<file path="src/hw/rtl/pal_pkg.sv">
// package: shared constants, codes and types of the positional array list
`default_nettype none
package pal_pkg;

	localparam int CAPACITY = 16;
	localparam int IDX_W = $clog2(CAPACITY);
	localparam int ACT_W = 2;
	localparam int POS_W = 5;
	localparam int VAL_W = 32;
	localparam int STAT_W = 2;
	localparam int CNT_W = 5;

	localparam logic [ACT_W-1:0] ACT_INSERT = 2'd0;
	localparam logic [ACT_W-1:0] ACT_DELETE = 2'd1;
	localparam logic [ACT_W-1:0] ACT_READ = 2'd2;

	localparam logic [STAT_W-1:0] STAT_OK = 2'd0;
	localparam logic [STAT_W-1:0] STAT_RANGE = 2'd1;
	localparam logic [STAT_W-1:0] STAT_FULL = 2'd2;

	typedef enum logic {
		S_IDLE,
		S_EXEC
	} ctrl_state_t;

	typedef struct packed {
		logic load_in;
		logic exec;
	} pal_cmd_t;

endpackage
`default_nettype wire

</file>
<file path="src/hw/rtl/pal_ctrl.sv">
// controller: item handshake state machine and result valid flag
`default_nettype none
module pal_ctrl (
	input  wire logic             clk,
	input  wire logic             arst_n,
	input  wire logic             in_valid,
	output logic                  in_stall,
	output logic                  out_valid,
	input  wire logic             out_stall,
	output pal_pkg::pal_cmd_t     cmd
);

	pal_pkg::ctrl_state_t state_q, state_d;
	logic out_valid_q;

	always_ff @(posedge clk or negedge arst_n) begin
		if (!arst_n) begin
			state_q <= pal_pkg::S_IDLE;
			out_valid_q <= 1'b0;
		end else begin
			state_q <= state_d;
			if (cmd.exec) begin
				out_valid_q <= 1'b1;
			end else if (!out_stall) begin
				out_valid_q <= 1'b0;
			end
		end
	end

	always_comb begin
		state_d = state_q;
		cmd.load_in = 1'b0;
		cmd.exec = 1'b0;
		in_stall = 1'b1;
		case (state_q)
			pal_pkg::S_IDLE: begin
				in_stall = 1'b0;
				if (in_valid) begin
					cmd.load_in = 1'b1;
					state_d = pal_pkg::S_EXEC;
				end
			end
			pal_pkg::S_EXEC: begin
				if (!out_valid_q || !out_stall) begin
					cmd.exec = 1'b1;
					state_d = pal_pkg::S_IDLE;
				end
			end
			default: begin
				state_d = pal_pkg::S_IDLE;
			end
		endcase
	end

	assign out_valid = out_valid_q;

endmodule
`default_nettype wire

</file>
<file path="src/hw/rtl/pal_datapath.sv">
// datapath: held item, shifting entry cells, length count and result register
`default_nettype none
module pal_datapath (
	input  wire logic                                clk,
	input  wire logic                                arst_n,
	input  wire pal_pkg::pal_cmd_t                   cmd,
	input  wire logic        [pal_pkg::ACT_W-1:0]    action,
	input  wire logic        [pal_pkg::POS_W-1:0]    position,
	input  wire logic signed [pal_pkg::VAL_W-1:0]    value,
	output logic             [pal_pkg::STAT_W-1:0]   status,
	output logic signed      [pal_pkg::VAL_W-1:0]    read_value,
	output logic             [pal_pkg::CNT_W-1:0]    count
);

	logic        [pal_pkg::ACT_W-1:0]  action_q;
	logic        [pal_pkg::POS_W-1:0]  position_q;
	logic signed [pal_pkg::VAL_W-1:0]  value_q;
	logic signed [pal_pkg::VAL_W-1:0]  cells_q [pal_pkg::CAPACITY];
	logic        [pal_pkg::CNT_W-1:0]  count_q;

	logic        [pal_pkg::STAT_W-1:0] status_q;
	logic signed [pal_pkg::VAL_W-1:0]  read_value_q;
	logic        [pal_pkg::CNT_W-1:0]  count_out_q;

	logic [pal_pkg::POS_W-1:0]  pos_m1;
	logic [pal_pkg::IDX_W-1:0]  pos_idx;
	logic                       pos_nz;
	logic                       in_list;
	logic                       in_list_ins;
	logic                       full;
	logic                       do_ins;
	logic                       do_del;
	logic                       do_rd;
	logic [pal_pkg::STAT_W-1:0] status_d;
	logic [pal_pkg::CNT_W-1:0]  count_d;

	always_comb begin
		pos_m1 = position_q - pal_pkg::POS_W'(1);
		pos_idx = pos_m1[pal_pkg::IDX_W-1:0];
		pos_nz = position_q != '0;
		in_list = pos_nz && ({1'b0, position_q} <= {1'b0, count_q});
		in_list_ins = pos_nz && ({1'b0, position_q} <= ({1'b0, count_q} + 6'd1));
		full = count_q == pal_pkg::CNT_W'(pal_pkg::CAPACITY);
		do_ins = 1'b0;
		do_del = 1'b0;
		do_rd = 1'b0;
		status_d = pal_pkg::STAT_RANGE;
		case (action_q)
			pal_pkg::ACT_INSERT: begin
				if (in_list_ins) begin
					if (full) begin
						status_d = pal_pkg::STAT_FULL;
					end else begin
						do_ins = 1'b1;
						status_d = pal_pkg::STAT_OK;
					end
				end
			end
			pal_pkg::ACT_DELETE: begin
				if (in_list) begin
					do_del = 1'b1;
					status_d = pal_pkg::STAT_OK;
				end
			end
			pal_pkg::ACT_READ: begin
				if (in_list) begin
					do_rd = 1'b1;
					status_d = pal_pkg::STAT_OK;
				end
			end
			default: begin
				status_d = pal_pkg::STAT_RANGE;
			end
		endcase
		count_d = count_q;
		if (do_ins) begin
			count_d = count_q + pal_pkg::CNT_W'(1);
		end else if (do_del) begin
			count_d = count_q - pal_pkg::CNT_W'(1);
		end
	end

	always_ff @(posedge clk) begin
		if (cmd.load_in) begin
			action_q <= action;
			position_q <= position;
			value_q <= value;
		end
	end

	always_ff @(posedge clk) begin
		if (cmd.exec) begin
			for (int k = 0; k < pal_pkg::CAPACITY; k++) begin
				if (do_ins) begin
					if (pal_pkg::POS_W'(k) == pos_m1) begin
						cells_q[k] <= value_q;
					end else if (k > 0 && pal_pkg::POS_W'(k) > pos_m1) begin
						cells_q[k] <= cells_q[(k > 0) ? k - 1 : 0];
					end
				end else if (do_del) begin
					if (k < pal_pkg::CAPACITY - 1 && pal_pkg::POS_W'(k) >= pos_m1) begin
						cells_q[k] <= cells_q[(k < pal_pkg::CAPACITY - 1) ? k + 1 : k];
					end
				end
			end
		end
	end

	always_ff @(posedge clk or negedge arst_n) begin
		if (!arst_n) begin
			count_q <= '0;
		end else if (cmd.exec) begin
			count_q <= count_d;
		end
	end

	always_ff @(posedge clk) begin
		if (cmd.exec) begin
			status_q <= status_d;
			read_value_q <= do_rd ? cells_q[pos_idx] : '0;
			count_out_q <= count_d;
		end
	end

	assign status = status_q;
	assign read_value = read_value_q;
	assign count = count_out_q;

endmodule
`default_nettype wire

</file>
<file path="src/hw/rtl/positional_array_list.sv">
// top level: ordered list of 16 signed words with positional insert, delete and read
//
// input channel in_valid/in_stall carries action, position (1-based) and value
// output channel out_valid/out_stall carries status, read_value and count
// an item is taken at a clock edge with valid high and stall low
// action: insert shifts later entries up, delete shifts them down, read looks one up
// bad positions and unused actions give out of range, insert into a full list gives full
// the list is never changed by a rejected item
// the result is registered when the held item executes, in the state after acceptance
// no new item is accepted before the held one executes, set by the accept then execute
// sequence of the controller; all entry cells shift in parallel in the execute cycle
// a finished result waits in the output register while the next item is accepted
// when the receiver stalls, execution of the held item waits until the result is taken
// reset empties the list and drops any pending result; entry cells are not cleared
`default_nettype none
module positional_array_list (
	input  wire logic                                clk,
	input  wire logic                                arst_n,
	input  wire logic                                in_valid,
	output logic                                     in_stall,
	input  wire logic        [pal_pkg::ACT_W-1:0]    action,
	input  wire logic        [pal_pkg::POS_W-1:0]    position,
	input  wire logic signed [pal_pkg::VAL_W-1:0]    value,
	output logic                                     out_valid,
	input  wire logic                                out_stall,
	output logic             [pal_pkg::STAT_W-1:0]   status,
	output logic signed      [pal_pkg::VAL_W-1:0]    read_value,
	output logic             [pal_pkg::CNT_W-1:0]    count
);

	pal_pkg::pal_cmd_t cmd;

	pal_ctrl u_ctrl (
		.clk       (clk),
		.arst_n    (arst_n),
		.in_valid  (in_valid),
		.in_stall  (in_stall),
		.out_valid (out_valid),
		.out_stall (out_stall),
		.cmd       (cmd)
	);

	pal_datapath u_datapath (
		.clk        (clk),
		.arst_n     (arst_n),
		.cmd        (cmd),
		.action     (action),
		.position   (position),
		.value      (value),
		.status     (status),
		.read_value (read_value),
		.count      (count)
	);

endmodule
`default_nettype wire
</file>
<file path="config.mk">
export PLATFORM = sky130hd
export DESIGN_NAME = positional_array_list
export DESIGN_NICKNAME = d
export VERILOG_FILES = /design/src/hw/rtl/pal_pkg.sv /design/src/hw/rtl/pal_ctrl.sv /design/src/hw/rtl/pal_datapath.sv /design/src/hw/rtl/positional_array_list.sv
export SDC_FILE = /design/constraint.sdc
export NUM_CORES = 1
export LEC_CHECK = 0
export BUFFER_PORTS_ARGS = -buffer_cell sky130_fd_sc_hd__clkbuf_2
export CORE_MARGIN = 4
export CORE_UTILIZATION = 60
export DETAILED_ROUTE_END_ITERATION = 7
export PLACE_DENSITY = 0.77
export SLEW_MARGIN = 15
export SYNTH_ARGS = -nofsm -noshare
export SYNTH_HDL_FRONTEND = slang
export SYNTH_SLANG_ARGS = --single-unit
</file>
<file path="constraint.sdc">
create_clock -name clk -period 8.15 [get_ports clk]
set_input_delay 0.4075 -clock clk [delete_from_list [all_inputs] [get_ports clk]]
set_output_delay 0.4075 -clock clk [all_outputs]
set_load 0.1 [all_outputs]
</file>
==> results of run 1 <==
[worst max-delay path by stage]
stage | start | end | slack, ns | cells after the start
floorplan | u_datapath.position_q[0] | u_datapath.cells_q[2][0] | 2.47 | 11
global route | u_datapath.position_q[0] | u_datapath.cells_q[0][5] | 2.16 | 10
finish | u_datapath.position_q[0] | u_datapath.cells_q[0][19] | 2.32 | 10
detailed placement | u_datapath.position_q[0] | u_datapath.cells_q[0][11] | 2.43 | 10
global placement | u_datapath.position_q[0] | u_datapath.cells_q[0][14] | 2.50 | 10
CTS | u_datapath.position_q[0] | u_datapath.cells_q[0][19] | 2.43 | 10
[kinds of logic (layout without fill, tap and decap cells)]
family	after synthesis	in the layout
and+or+nand+nor	446	446
other	0	1
DFF	597	597
adders and majority gates	20	20
muxes	802	802
buffers and inverters	251	324
xor gates and xnor gates	12	12
AOI/OAI and AO/OA	559	559
[cells in the mapped netlist, drive strengths merged, types with 6 or more instances]
| master | instances |
|---|---|
| clkbuf | 144 |
| a21oi | 305 |
| edfxtp | 590 |
| o22ai | 21 |
| ha | 20 |
| o21ai | 106 |
| mux2i | 274 |
| nor4 | 7 |
| or2 | 7 |
| and4b | 15 |
| nand3 | 8 |
| inv | 16 |
| a21o | 33 |
| a22o | 33 |
| nand2b | 37 |
| mux4 | 79 |
| a221oi | 16 |
| nand2 | 68 |
| a211oi | 8 |
| nor2b | 6 |
| mux2 | 449 |
| nor3 | 93 |
| buf | 91 |
| xnor2 | 11 |
| nor2 | 188 |
| dfrtp | 7 |
[critical path: stages, from the launching register on]
cell and delay [ns]:
edfxtp_1 0.38, buf_12 0.66, inv_2 0.55, ha_4 1.03
buf_4 0.63, and2_1 0.28, nor2_1 0.12, or2_2 0.33
buf_4 0.37, nand2_2 0.48, buf_4 0.52
[flip-flops by register name, indices dropped and copies added, names as in the netlist]
signal                 flops
u_ctrl.state_q             1
u_datapath.status          2
u_datapath.value_q        32
u_datapath.cells_q       512
u_datapath.position_q      5
u_datapath.action_q        2
u_datapath.count_q         5
u_datapath.read_value     32
u_datapath.count           5
u_ctrl.out_valid           1
[metal layers]
layer | vias up | routed length, um
met5 | - | 41
li1 | 10458 | -
met2 | 1917 | 51000
met4 | 6 | 6840
met1 | 12450 | 38800
met3 | 462 | 13200
[power by group]
group,switching [W],internal (W)
Sequential,0.000367,0.00398
Clock,0.00125,0.00171
Combinational,0.00254,0.00131
Total,0.00417,0.00700
[through the flow]
step	power, W	cells	hold slack [ns]	util (%)
CTS	0.0111	3515	0.00842	67.5
detailed placement	0.00813	3359	0.268	63.1
global placement	0.00801	3358	0.264	63.1
floorplan	0.00700	2687	0.112	-
finish	0.0112	3517	0.0285	67.6
global route	0.0115	3516	0.0108	67.5
[layout make-up]
cell class / count / area, um2
tap: 756 / 946
timing repair buffer: 190 / 1370
sequential: 597 / 17900
inverter: 16 / 60.1
antenna: 1 / 2.50
clock inverter: 26 / 260
clock buffer: 92 / 1830
multi-input combinational: 1839 / 16000
fill: 4046 / 18400
[repair_timing]
action                                  in CTS  in global routing
hold endpoints to repair                    44                  0
hold buffers                                38                  0
setup buffers                                0                  0
endpoints found under the setup margin       0                  0
==> flow_summary.toml, run 1 <==
[yosys]
ys_types = 77
synth_compound_area_share_pct = 9.58
yosys.area_share.simple_pct = 6.35
synthArstFlopShare_pct = 1.17
yosysTopAreaCellShare_pct = 51.1
synth_top_family_by_area = "multiplexers"
synth_area_leaders = "edfxtp_1 (51%), mux2_2 (11%), mux2i_1 (7.9%)"
ys_warn_count = 0
syn_inst = 2687
synth_top_flop_cell = "edfxtp_1"
yosysSeqAreaShare_pct = 51.6
synth_seq_cells = 597
synth-adder-area-share_pct = 0.722
yosysTopAreaCell = "edfxtp_1"
synth_fp_nets = 2750
synth.mux.area_fraction_pct = 28.3
synth.avg_cell_area_um2 = 12.9
synth_xor_area_share_pct = 0.303
synth_edf_count = 590
syn_area_mm2 = 0.0347

[detailed_routing]
wl_per_cell_um = 31.3
firstDrtPassIters = 5
drtIter0Drc = 3086
vias = 25293
routed_wl_um = 110000
viasPerCell = 7.19
antenna_left = 0
drc = 0

[clocking]
htree_levels = 3
clock_latency_ns = 0.63
clockBufferDepth = 3
clockRootBuffer = "clkbuf_16"
cts_buffers = 67
cts_tree = "built"
post_cts_resized = 0
clkSlewWorstSetupHoldPaths_ns = 0.06
cts.sinks = 597

[sta]
worst_pin_slew_ns = 1.29
slew_headroom_pct = 13.9
timing.fmax_ghz = 0.172
finalCriticalPeriod_ns = 5.83
post-route-period-util_pct = 71.5
fin_ws_ns = 2.32
rsz0062_at_grt = "no"
fin_worst_skew_ns = 0.0315
finalHoldViolations = 0
slew_viol_final = 0
tns_ns = 0
finalSetupViolCount = 0

[pwr]
p_leak_nw = 13.1
peakVddDrop_uv = 344
power.density_mw_per_mm2 = 291

[die]
die_x_um = 248
die_y_um = 248
ios = 84
dieArea_mm2 = 0.0617
core-area_mm2 = 0.0568
initial_utilization_pct = 61.0
rows = 87

[setup_path]
cp_max_fo = 93
cp.required_ns = 8.39
reg2reg_to = "u_datapath.cells_q[0][19]"
worst-setup-path-type = "reg2reg"
reg2regPathDepth = 10
cp.arrival_ns = 6.07
worst-r2r-setup-slack_ns = 2.32
r2r-start = "u_datapath.position_q[0]"
critPathLaunchType = "flop"
crit_path_end_kind = "flop"

[final_layout]
final_cell_mix = "edfxtp_1 (590), mux2_2 (345), a21oi_1 (304), mux2i_1 (274), nor2_1 (180)"
nets = 2774
final_common_cell = "edfxtp_1"
area_delta_synth_final_pct = 10.8
stdcell_area_mm2 = 0.0384
drive_gt1_share_pct = 28.7

[place]
portBuffers = 83
dp_hpwl_um = 63200
place_congestion = 0.897
detailedPlace.worstSlack_ns = 2.43
dpl-instance-area_mm2 = 0.0359

[global_route]
grt_pass1_wl_um = 161000
grt_pass1_vias = 25294
busiest_layer = "met2"
met3_usage_pct = 8.54
grt_usage_pct = 35.4
met1_usage_pct = 44.7
gr-total-overflow = 0
grt_antenna_before_repair = 3
grt_max_degree = 94
use_met2_pct = 56.6

[outcome]
run_status = "complete, no violations"

[worst_hold_path]
hold_end = "u_datapath.value_q[29]"
min_from = "value[29]"
hold_depth = 1
hold_path_class = "in2reg"

[job]
maxCapViolations = 0
No activity file was read; power rests on OpenSTA's default activity.
==> run 2, diff against run 1 <==
CORE_UTILIZATION = 58   (was 60)
PLACE_DENSITY = 0.78   (was 0.77)
clock period = 4.98 ns   (was 8.15 ns; I/O delays follow)
==> flow_summary.toml, run 2 (same netlist as run 1, synthesis figures left out) <==
[clocking]
clockRootBuffer = "clkbuf_16"
cts_tree = "built"
cts_setup_buffers = 0
cts.sinks = 597
cts_buffers = 68
clkSlewWorstSetupHoldPaths_ns = 0.06
htree_levels = 3
clock_latency_ns = 0.63
post_cts_resized = 0
clockBufferDepth = 3

[detailed_routing]
viasPerCell = 7.14
drtIter0Drc = 3445
vias = 25423
antenna_left = 0
drc = 0
routed_wl_um = 109000
firstDrtPassIters = 6
wl_per_cell_um = 30.6

[worst_hold_path]
hold_path_class = "in2async"

[sta]
tns_ns = 0
finalSetupViolCount = 0
finalHoldViolations = 0
slew_viol_final = 0
rsz0062_at_grt = "no"
finalCriticalPeriod_ns = 4.36
slew_headroom_pct = 21.6
worst_pin_slew_ns = 1.18
post-route-period-util_pct = 87.5
timing.fmax_ghz = 0.230
fin_worst_skew_ns = 0.0364

[die]
rows = 89
core-area_mm2 = 0.0591
dieArea_mm2 = 0.0637
ios = 84
die_x_um = 252
die_y_um = 252
initial_utilization_pct = 58.6

[setup_path]
reg2reg_to = "u_datapath.cells_q[14][26]"
critPathLaunchType = "flop"
path_cells = "inv_1 > ha_1 > nand2b_1 > nand2b_1 > a21oi_1 > o2111a_2 > buf_12 > mux2_2 > mux2_2"
cp.required_ns = 5.33
r2r-start = "u_datapath.position_q[1]"
cp_max_fo = 22
reg2regPathDepth = 9
slowest_delay_ns = 0.74
cp.arrival_ns = 4.70
slowest_stage = "o2111a_2"
worst-r2r-setup-slack_ns = 0.62
crit_path_end_kind = "flop"
path_buf_inv = 2
cp_top_family = "compound AO/OA/AOI/OAI gates"
worst-setup-path-type = "reg2reg"

[final_layout]
postLayoutCoreUtil_pct = 65.5
drive_gt1_share_pct = 29.1
area_delta_synth_final_pct = 11.7
stdcell_area_mm2 = 0.0387
nFillCells = 4130
final_common_cell = "edfxtp_1"
nets = 2798
largest_reg_flops = 512
final_cell_mix = "edfxtp_1 (590), mux2_2 (345), a21oi_1 (303), mux2i_1 (274), nor2_1 (180)"
regMostFlops = "u_datapath.cells_q"
antennaDiodeCount = 0

[pwr]
p_leak_nw = 13.2
power.density_mw_per_mm2 = 474
peakVddDrop_uv = 405
p_total_w = 0.0183

[global_route]
grt_antenna_before_repair = 2
gr-total-overflow = 0
grt_usage_pct = 33.4
grt_pass1_wl_um = 161000
grt_max_degree = 80
grt_pass1_vias = 25433

[place]
place_congestion = 0.890
dp_hpwl_um = 65400
dpl-instance-area_mm2 = 0.0362
portBuffers = 83

[job]
maxCapViolations = 0

[outcome]
run_status = "complete, no violations"
-- run 2: changes by cell type in the layout (fill, tap and decap cells not counted), moves of 3 or more --
cell	delta
inv_6	+3
clkinv_1	+8
buf_4	+7
clkbuf_1	-4
dlygate4sd3_1	+4
buf_12	+14
-- run 2: final cells by class --
type                            instances  area (um2)  area share, %
Multi-Input combinational cell       1839       16000           41.4
Sequential cell                       597       17900           46.2
Clock inverter                         33         255          0.659
Timing Repair Buffer                  213        1680           4.35
Inverter                               16        60.1          0.155
Clock buffer                           88        1820           4.70
Tap cell                              773         967           2.50
-- run 2: what timing repair did --
action | CTS | global route
endpoints found under the setup margin | 0 | 0
hold buffers | 42 | 0
endpoints found under the hold margin | 48 | 0
-- run 2: per-layer routing --
metal  share of wire, %  track usage (%)  wire, um
met1                 36             43.3     39500
met2                 46             52.6     50200
met3                 12             8.26     12800
met4                5.7             17.6      6220
met5              0.013                0        14
-- run 2: through the flow --
stage	cells	setup slack [ns]	hold WS [ns]
after global routing	3559	0.529	0.0532
final	3559	0.625	0.0241
after floorplan	2687	0.140	-0.0466
after detailed placement	3396	0.702	0.102
after CTS	3559	0.672	0.00866
after global placement	3396	0.889	0.106
-- run 2: how the worst max path moves through the flow --
| stage | startpoint | to | slack, ns | cells after the start |
|---|---|---|---|---|
| final | u_datapath.position_q[1] | u_datapath.cells_q[14][26] | 0.62 | 9 |
| after global routing | u_datapath.position_q[1] | u_datapath.cells_q[7][28] | 0.53 | 9 |
| after CTS | u_datapath.position_q[1] | u_datapath.cells_q[11][28] | 0.67 | 9 |
| after detailed placement | u_datapath.position_q[1] | u_datapath.cells_q[11][22] | 0.70 | 9 |
| after global placement | u_datapath.position_q[1] | u_datapath.cells_q[4][17] | 0.89 | 9 |
| after floorplan | u_datapath.position_q[0] | u_datapath.cells_q[1][0] | 0.14 | 11 |
-- run 2: report_power, final --
group          internal (W)  total [W]  switching, W
Clock               0.00274    0.00483       0.00209
Sequential          0.00651    0.00711      0.000597
Combinational       0.00220    0.00640       0.00420
Total                0.0115     0.0183       0.00688
